==> src/rtl/csfr_pkg.sv <==
// shared types, constants and crc function for the setpoint frame receiver
`default_nettype none
package csfr_pkg;

  localparam logic [7:0] CRC_POLY    = 8'h07;
  localparam logic [7:0] CRC_INIT    = 8'h00;
  localparam logic [3:0] PAYLOAD_LEN = 4'd12;
  localparam logic [3:0] FRAME_LEN   = 4'd13;
  localparam logic [3:0] COUNT_MAX   = 4'd15;

  typedef enum logic [1:0] {
    ST_OK  = 2'd0,
    ST_LEN = 2'd1,
    ST_CRC = 2'd2
  } status_t;

  typedef struct packed {
    status_t     status;
    logic [7:0]  crc;
    logic [31:0] vx;
    logic [31:0] vy;
    logic [31:0] wz;
  } result_t;

  // one byte of crc-8, msb first, unrolled into an xor network
  function automatic logic [7:0] crc8_byte(input logic [7:0] crc, input logic [7:0] b);
    logic [7:0] c;
    c = crc ^ b;
    for (int k = 0; k < 8; k++) begin
      c = c[7] ? ((c << 1) ^ CRC_POLY) : (c << 1);
    end
    return c;
  endfunction

endpackage
`default_nettype wire

==> src/rtl/csfr_frame_core.sv <==
// frame state: byte count, running crc, word staging and held setpoints
`default_nettype none
module csfr_frame_core (
  input  wire logic             clk,
  input  wire logic             rst_n,
  input  wire logic             step,
  input  wire logic [7:0]       data_byte,
  input  wire logic             last_byte,
  output csfr_pkg::result_t     result
);
  import csfr_pkg::*;

  logic [3:0]  cnt_r, cnt_nxt;
  logic [7:0]  crc_r, crc_nxt;
  logic [31:0] words_r [3];
  logic [31:0] words_nxt [3];
  logic [31:0] vx_r, vx_nxt;
  logic [31:0] vy_r, vy_nxt;
  logic [31:0] wz_r, wz_nxt;

  logic        in_payload;
  logic [1:0]  widx;
  logic [3:0]  cnt_inc;
  logic [7:0]  crc_upd;
  logic [31:0] words_upd [3];
  status_t     status;

  assign in_payload = (cnt_r < PAYLOAD_LEN);
  assign widx       = cnt_r[3:2];
  assign cnt_inc    = (cnt_r != COUNT_MAX) ? (cnt_r + 4'd1) : COUNT_MAX;
  assign crc_upd    = in_payload ? crc8_byte(crc_r, data_byte) : crc_r;

  always_comb begin
    for (int i = 0; i < 3; i++) begin
      words_upd[i] = words_r[i];
    end
    if (in_payload) begin
      words_upd[widx][{cnt_r[1:0], 3'b000} +: 8] = data_byte;
    end
  end

  always_comb begin
    if (cnt_inc != FRAME_LEN) begin
      status = ST_LEN;
    end else if (data_byte != crc_upd) begin
      status = ST_CRC;
    end else begin
      status = ST_OK;
    end
  end

  always_comb begin
    cnt_nxt = cnt_r;
    crc_nxt = crc_r;
    vx_nxt  = vx_r;
    vy_nxt  = vy_r;
    wz_nxt  = wz_r;
    for (int i = 0; i < 3; i++) begin
      words_nxt[i] = words_r[i];
    end
    if (step) begin
      if (last_byte) begin
        // restart for the next frame
        cnt_nxt = 4'd0;
        crc_nxt = CRC_INIT;
        for (int i = 0; i < 3; i++) begin
          words_nxt[i] = '0;
        end
        if (status == ST_OK) begin
          vx_nxt = words_upd[0];
          vy_nxt = words_upd[1];
          wz_nxt = words_upd[2];
        end
      end else begin
        cnt_nxt = cnt_inc;
        crc_nxt = crc_upd;
        for (int i = 0; i < 3; i++) begin
          words_nxt[i] = words_upd[i];
        end
      end
    end
  end

  always_ff @(posedge clk) begin
    if (!rst_n) begin
      cnt_r <= 4'd0;
      crc_r <= CRC_INIT;
      vx_r  <= '0;
      vy_r  <= '0;
      wz_r  <= '0;
      for (int i = 0; i < 3; i++) begin
        words_r[i] <= '0;
      end
    end else begin
      cnt_r <= cnt_nxt;
      crc_r <= crc_nxt;
      vx_r  <= vx_nxt;
      vy_r  <= vy_nxt;
      wz_r  <= wz_nxt;
      for (int i = 0; i < 3; i++) begin
        words_r[i] <= words_nxt[i];
      end
    end
  end

  // result as seen at a last byte, holds already updated on ok
  assign result.status = status;
  assign result.crc    = crc_upd;
  assign result.vx     = (status == ST_OK) ? words_upd[0] : vx_r;
  assign result.vy     = (status == ST_OK) ? words_upd[1] : vy_r;
  assign result.wz     = (status == ST_OK) ? words_upd[2] : wz_r;

endmodule
`default_nettype wire

==> src/rtl/crc8_setpoint_frame_receiver_top.sv <==
// top level of the crc-8 checked setpoint frame receiver
`default_nettype none
// receives a frame one byte per transaction, last_byte marking its end. a good
// frame is 13 bytes: three little-endian 32-bit setpoint words (vx, vy, wz)
// followed by a crc-8 (poly 0x07, init 0, msb first, no reflection, no final
// xor) over the first twelve bytes. each last byte yields exactly one result
// transaction with status 0 ok, 1 wrong length, 2 crc mismatch, the computed
// crc and the held setpoints, which change only on an ok frame; other bytes
// yield nothing. throughput is one byte per cycle: the byte crc is a single
// xor network between the input register and the result register. a last
// byte reaches result valid through the input register, then the result
// register. the input register keeps accepting while a result waits to be
// taken; only a last byte that finds the result register still full holds
// the pipe.
module crc8_setpoint_frame_receiver_top (
  input  wire logic        clk,
  input  wire logic        rst_n,
  input  wire logic        in_valid,
  output logic             in_ready,
  input  wire logic [7:0]  in_data_byte,
  input  wire logic        in_last_byte,
  output logic             out_valid,
  input  wire logic        out_ready,
  output logic [1:0]       out_status,
  output logic [7:0]       out_computed_crc,
  output logic [31:0]      out_vx_bits,
  output logic [31:0]      out_vy_bits,
  output logic [31:0]      out_wz_bits
);
  import csfr_pkg::*;

  // input register
  logic       ivld_r, ivld_nxt;
  logic [7:0] ibyte_r;
  logic       ilast_r;

  // result register
  logic       ovld_r, ovld_nxt;
  result_t    ores_r;

  result_t    core_res;
  logic       adv;
  logic       in_xact;

  // a registered byte moves on unless it is a last byte and the result slot is full
  assign adv      = ivld_r && (!ilast_r || !ovld_r || out_ready);
  assign in_ready = !ivld_r || adv;
  assign in_xact  = in_valid && in_ready;

  assign ivld_nxt = in_xact || (ivld_r && !adv);
  assign ovld_nxt = (adv && ilast_r) || (ovld_r && !out_ready);

  always_ff @(posedge clk) begin
    if (!rst_n) begin
      ivld_r <= 1'b0;
      ovld_r <= 1'b0;
    end else begin
      ivld_r <= ivld_nxt;
      ovld_r <= ovld_nxt;
    end
  end

  // payload registers, no reset needed
  always_ff @(posedge clk) begin
    if (in_xact) begin
      ibyte_r <= in_data_byte;
      ilast_r <= in_last_byte;
    end
    if (adv && ilast_r) begin
      ores_r <= core_res;
    end
  end

  csfr_frame_core u_core (
    .clk       (clk),
    .rst_n     (rst_n),
    .step      (adv),
    .data_byte (ibyte_r),
    .last_byte (ilast_r),
    .result    (core_res)
  );

  assign out_valid        = ovld_r;
  assign out_status       = ores_r.status;
  assign out_computed_crc = ores_r.crc;
  assign out_vx_bits      = ores_r.vx;
  assign out_vy_bits      = ores_r.vy;
  assign out_wz_bits      = ores_r.wz;

endmodule
`default_nettype wire

==> config.mk <==
export PLATFORM = sky130hd
export DESIGN_NAME = crc8_setpoint_frame_receiver_top
export DESIGN_NICKNAME = d
export VERILOG_FILES = /design/src/rtl/csfr_pkg.sv /design/src/rtl/csfr_frame_core.sv /design/src/rtl/crc8_setpoint_frame_receiver_top.sv
export SDC_FILE = /design/constraint.sdc
export NUM_CORES = 1
export LEC_CHECK = 0
export BUFFER_PORTS_ARGS = -buffer_cell sky130_fd_sc_hd__buf_2
export CORE_ASPECT_RATIO = 0.9
export CORE_MARGIN = 2
export CORE_UTILIZATION = 40
export CTS_BUF_LIST = sky130_fd_sc_hd__clkbuf_8 sky130_fd_sc_hd__clkbuf_16
export CTS_CLUSTER_SIZE = 24
export DETAILED_ROUTE_END_ITERATION = 10
export GPL_TIMING_DRIVEN = 0
export SLEW_MARGIN = 20
export SYNTH_ARGS = -nofsm -noshare
export SYNTH_HDL_FRONTEND = slang
export SYNTH_SLANG_ARGS = --single-unit
export TNS_END_PERCENT = 100
==> constraint.sdc <==
create_clock -name clk -period 5.3 [get_ports clk]
set_input_delay 1.06 -clock clk [delete_from_list [all_inputs] [get_ports clk]]
set_output_delay 1.06 -clock clk [all_outputs]
set_load 0.05 [all_outputs]
==> flow_summary.yaml, run 1 <==
run_status:
  status: "finished clean"
critical_path:
  worst-r2r-cell-count: 11
  cp_max_fo: 10
  worstSetupPathDepth: 11
  path_class: "reg2reg"
  cp_top_family: "simple AND/OR/NAND/NOR gates"
  crit_slowest_cell: "nor3_4"
  critPathLaunchType: "register"
  critPathArrivalTime_ps: 4620
  crit_buf_inv: 4
  path_cells: "clkbuf_1, nor2b_1, or4_1, o211a_1, or4_1, a2111o_1, buf_2, nor3_4, buf_6, buf_6, mux2_1"
  end_kind: "register"
  cpPeakStageDelay_ps: 630
  crit_required_ps: 5560
floorplan:
  die_y_microns: 187
  num_io_pins: 121
  initial_core_util_pct: 40.4
  die_w_microns: 208
  core_sq_mm: 0.0371
  num_rows: 67
  die_area_sq_mm: 0.0390
power:
  p_int_mw: 4.04
  p_per_area_mw_per_mm2: 319
  p_seq_share_pct: 47.0
  total_power_mw: 5.52
  leakage_nw: 5.81
  p_clk_share_pct: 42.4
  p_sw_share_pct: 26.8
  p_comb_share_pct: 10.6
  p_switching_mw: 1.48
  vdd.ir_drop.worst_mv: 0.206
sta:
  setup_slack_ps: 932
  fin_crit_sh_pct: 82.4
  finalCriticalPeriod_ps: 4370
  maxSlewViolCount: 0
  maxSlewHeadroom_pct: 39.9
  skew_ps: 18.5
  maxClockFrequency_mhz: 229
  worst_pin_slew_ps: 897
  rsz0062_at_grt: "false"
  hold-worst-slack_ps: 470
  finalHoldViolations: 0
  setup_viol: 0
  tns_ps: 0
global_routing:
  antenna_found_initial: 1
  track_usage_pct: 22.6
  grt_pass1_wl_mm: 69.4
  grt_pass1_vias: 11900
  grt_max_degree: 56
  globalRouteOverflowTotal: 0
layout:
  drive_above_1_share_pct: 15.1
  seq_area_sq_mm: 0.00758
  n_fill_cell: 3558
  antenna_cells: 0
  nets: 1711
  multi_input_area_sq_mm: 0.00672
  area_growth_pct: 15.8
clock_network:
  htreeDepth: 2
  clockBufferDepth: 3
  clkLatencyLatePin_ps: 550
  numClockSinks: 321
  cts_resized: 0
  cts_root_buf: "clkbuf_16"
  cts_tree: "built"
  clk_pin_slew_ps: 50
  cts_hold_buf: 0
  cts_setup_buffers: 0
  numCtsBuffers: 36
yosys:
  yosys_warnings: 0
  netlist.area_leader.share_pct: 27.6
  synth_cell_types: 51
  synthCells: 1530
  synth_nets: 1549
  ys_seq_elements: 321
  yosys-top-cells-count: "206 x dfxtp_1, 154 x nand2_1, 130 x clkbuf_1"
  async_reset_ff_share_pct: 0
  ys.flop_type: "dfxtp_1"
  mappedNetlistArea_sq_mm: 0.0150
  ys_top_cells_by_area: "dfxtp_1 28%, edfxtp_1 23%, a22oi_1 5.2%"
  yosysTopAreaCell: "dfxtp_1"
  syn_area_per_cell_sq_um: 9.78
  yosys.cell_count.top_type: "dfxtp_1"
  seq_area_frac_synth_pct: 50.7
  synth_edf_count: 115
routing:
  drcViolationCount: 0
  highest_layer: "met5"
  vias: 12400
  vias_per_cell: 5.65
  wl_met2_mm: 20.0
  antenna_left: 0
  wl_per_cell_microns: 20.4
  wl_met1_mm: 20.2
  drtIter0Drc: 1114
  wl_mm: 45.0
  drt_first_pass_iters: 6
  met3WireLength_mm: 3.44
hold_path:
  min_path_type: "reg2reg"
  hold_depth: 2
job:
  maxCapViolCount: 0
placed_design:
  hpwl_mm: 31.3
  gp_congestion: 0.909
  place_ws_ps: 1010
  port-buffer-count: 119
metrics by stage:
stage | utilization [%] | std cells | area, sq um
3_5_place_dp | 43.8 | 2137 | 16200
2_1_floorplan | - | 1530 | 15000
4_1_cts | 46.7 | 2203 | 17300
6_report | 46.7 | 2203 | 17300
3_3_place_gp | 43.6 | 2132 | 16200
5_1_grt | 46.7 | 2203 | 17300
final timing paths:
path	startpoint	end	slack, ps
worst min register to register	u_core.vy_r[4]	u_core.vy_r[4]	470
worst min-delay path	u_core.vy_r[4]	u_core.vy_r[4]	470
worst max register to register	ibyte_r[2]	out_vx_bits[3]	930
worst max-delay path	ibyte_r[2]	out_vx_bits[3]	930
metal layers:
layer	track usage (%)	vias up
li1	-	5917
met1	31.2	5968
met2	35.0	462
met3	5.07	90
met4	7.75	2
met5	0	-
kinds of logic after synthesis:
| kind of cell | after synthesis | share of synthesized area [%] |
|---|---|---|
| buffers and inverters | 163 | 4.52 |
| adders and majority gates | 6 | 0.502 |
| AOI/OAI and AO/OA | 425 | 18.9 |
| xor gates and xnor gates | 29 | 2.03 |
| DFF | 321 | 50.7 |
| muxes | 98 | 7.36 |
| and+or+nand+nor | 488 | 16.1 |
power by group through the flow:
stage	combinational [mW]	clock, mW	sequential, mW
6_report	0.582	2.34	2.60
2_1_floorplan	0.329	0	2.72
4_1_cts	0.576	2.37	2.60
3_5_place_dp	0.574	0	2.65
3_3_place_gp	0.559	0	2.65
5_1_grt	0.623	2.48	2.60
final cells by class:
class	count	area share, %
Buffer	153	3.68
Clock buffer	40	5.58
Clock inverter	26	0.693
Inverter	10	0.246
Multi-Input combinational cell	1046	38.8
Sequential cell	321	43.7
Tap cell	483	3.49
Timing Repair Buffer	124	3.78
tightest hold or removal path, cell delays in order, from the launching register on:
cell and delay (ps):
dfxtp_1 320, a31oi_1 40, nor2_1 80
registers in the layout, summed over array words and instances, names as in the netlist:
signal,count
out_computed_crc,8
u_core.cnt_r,4
ivld_r,1
out_wz_bits,32
u_core.vy_r,32
out_valid,1
out_vy_bits,32
u_core.words_r,96
u_core.wz_r,32
out_status,2
u_core.vx_r,32
out_vx_bits,32
u_core.crc_r,8
ilast_r,1
ibyte_r,8
layout by cell type (no fill, tap or decap), drive strengths merged, types with 3 or more instances in the layout:
cell,n
a211oi,4
a21oi,9
a22oi,103
a31oi,97
and2,3
buf,147
clkbuf,170
clkinv,14
dfxtp,206
edfxtp,115
ha,6
inv,22
mux2,96
nand2,154
nand3,3
nor2,109
nor2b,111
nor3,4
nor3b,3
o21ai,100
o31ai,97
or3,96
xnor2,21
xor2,6
(Power assumes the default switching activity.)
==> run 2: changes to the inputs <==
- ABC_AREA: default -> 1
- clock period: 5.3 -> 4.1 ns (I/O delays scaled with it)
==> run 2 against run 1 <==
Effect of this change: area after synthesis grew 3.3%; maximum frequency grew 39%; clock power grew 40%; final cell count grew 23%; worst setup slack gained 34 ps; first-iteration DRC count shrank 0.81%.
==> flow_summary.yaml, run 2 <==
run_status:
  status: "finished clean"
yosys:
  ys_top_cells_by_area: "dfxtp_1 27%, edfxtp_1 22%, nand2_1 17%"
  synth_edf_count: 115
  mappedNetlistArea_sq_mm: 0.0155
  syn_area_per_cell_sq_um: 7.64
  yosysTopAreaCell: "dfxtp_1"
  synth_cell_types: 33
  async_reset_ff_share_pct: 0
  ys.flop_type: "dfxtp_1"
  yosys.cell_count.top_type: "nand2_1"
  yosys_warnings: 0
  seq_area_frac_synth_pct: 49.0
  synth_nets: 2041
  netlist.area_leader.share_pct: 26.7
  yosys-top-cells-count: "687 x nand2_1, 239 x inv_1, 206 x dfxtp_1"
  ys_seq_elements: 321
  synthCells: 2022
floorplan:
  num_io_pins: 121
  initial_core_util_pct: 40.5
  num_rows: 68
  core_sq_mm: 0.0382
  die_y_microns: 190
  die_area_sq_mm: 0.0402
  die_w_microns: 211
critical_path:
  worst-r2r-cell-count: 9
  reg2reg_from: "u_core.cnt_r[0]"
  end_kind: "register"
  crit_required_ps: 4380
  r2r_slack_ps: 970
  critPathArrivalTime_ps: 3420
  setup.worst_path.start: "u_core.cnt_r[0]"
  timing.rr.end: "out_vx_bits[4]"
  critPathCapture: "out_vx_bits[4]"
  cp_max_fo: 10
  path_class: "reg2reg"
  critPathLaunchType: "register"
routing:
  drt_first_pass_iters: 5
  wl_per_cell_microns: 15.6
  vias: 13400
  wl_mm: 42.1
  antenna_left: 0
  drcViolationCount: 0
  drtIter0Drc: 1105
  vias_per_cell: 4.96
hold_path:
  min_path_type: "in2reg"
global_routing:
  grt_pass1_wl_mm: 65.5
  globalRouteOverflowTotal: 0
  antenna_found_initial: 1
  grt_max_degree: 72
  track_usage_pct: 21.0
  grt_pass1_vias: 12200
power:
  leakage_nw: 8.17
  p_per_area_mw_per_mm2: 415
  vdd.ir_drop.worst_mv: 0.240
layout:
  final_cells: 2700
  fin_util_pct: 46.8
  area_growth_pct: 15.8
  nets: 2200
  drive_above_1_share_pct: 13.7
  top_register: "u_core.words_r"
  layout_commonest_cell: "nand2_1"
  layout_common_cells: "687 x nand2_1, 246 x inv_1, 206 x dfxtp_1"
  largest_register_ffs: 96
sta:
  maxClockFrequency_mhz: 319
  finalCriticalPeriod_ps: 3130
  hold-worst-slack_ps: 448
  maxSlewViolCount: 0
  worst_pin_slew_ps: 1100
  fin_crit_sh_pct: 76.5
  finalHoldViolations: 0
  tns_ps: 0
  setup_viol: 0
  maxSlewHeadroom_pct: 26.3
  skew_ps: 23.5
  rsz0062_at_grt: "false"
  setup_slack_ps: 965
clock_network:
  cts_root_buf: "clkbuf_16"
  numCtsBuffers: 37
  cts_tree: "built"
  clk_pin_slew_ps: 60
  numClockSinks: 321
  clockBufferDepth: 3
  cts_setup_buffers: 0
  clkLatencyLatePin_ps: 560
  cts_resized: 0
  cts_hold_buf: 0
  htreeDepth: 2
placed_design:
  hpwl_mm: 29.9
  placed_cells: 2632
  gp_congestion: 0.909
  place_ws_ps: 551
  port-buffer-count: 119
job:
  maxCapViolCount: 0
-- run 2: changes by cell type after synthesis, sizes merged, moves of 46 or more --
cell    previous run  this run
a31oi             97         0
clkbuf           130        84
or3               96         0
o31ai             97         1
o21a               1       101
a21oi              9       111
nand2            154       736
nor2b            111         0
a22oi            103         0
mux2              96         1
nand3              3       223
nor2             109        28
inv               10       253
-- run 2: critical path, stage by stage, from the launching register on --
cell and delay (ps):
dfxtp_1 500, ha_1 280, o31ai_1 90, o21a_1 130, nor3_2 810, nand3_2 430, buf_6 300, buf_6 170
nand2_2 70, nand2_1 80
-- run 2: area by class of cell --
cell class                      instances  area (sq um)
Inverter                              256           961
Sequential cell                       321          7580
Multi-Input combinational cell       1333          6380
Fill cell                            3758         20300
Clock inverter                         27           224
Timing Repair Buffer                  120           623
Tap cell                              490           613
Buffer                                112           551
Antenna cell                            1          2.50
Clock buffer                           40           967
-- run 2: worst min path at each step --
| stage | start | to | cells after the start |
|---|---|---|---|
| floorplan | u_core.words_r[0][15] | u_core.words_r[0][15] | 2 |
| global placement | u_core.words_r[0][16] | u_core.words_r[0][16] | 2 |
| detailed placement | u_core.words_r[0][41] | u_core.words_r[0][41] | 2 |
| CTS | in_data_byte[2] | ibyte_r[2] | 1 |
| global route | in_data_byte[0] | ibyte_r[0] | 1 |
| finish | in_data_byte[2] | ibyte_r[2] | 1 |
-- run 2: kinds of logic after synthesis --
family / Yosys count / share of synthesized area (%)
AND/OR/NAND/NOR: 1021 / 29.0
buffers and inverters: 368 / 9.71
flip-flops: 321 / 49.0
AO/OA/AOI/OAI: 300 / 11.4
adder cells (fa/ha/maj): 6 / 0.486
XOR/XNOR: 3 / 0.219
multiplexers: 3 / 0.202
-- run 2: power by group --
group	total (mW)	switching (mW)	internal [mW]
Clock	3.27	1.32	1.95
Sequential	3.46	0.0492	3.41
Combinational	0.708	0.515	0.193
Total	7.43	1.89	5.55
-- run 2: routing by layer --
layer	up-vias	track usage, %	wire length, microns
met5	-	0	0
met4	0	8.72	1410
met3	83	3.11	2500
met2	375	33.2	18900
met1	6169	28.7	19300
li1	6774	-	-
-- run 2: per-stage QoR --
stage / area (sq um) / total power, mW
detailed placement: 16700 / 4.23
global route: 17900 / 7.73
CTS: 17900 / 7.52
global placement: 16700 / 4.21
floorplan: 15500 / 4.04
finish: 17900 / 7.43
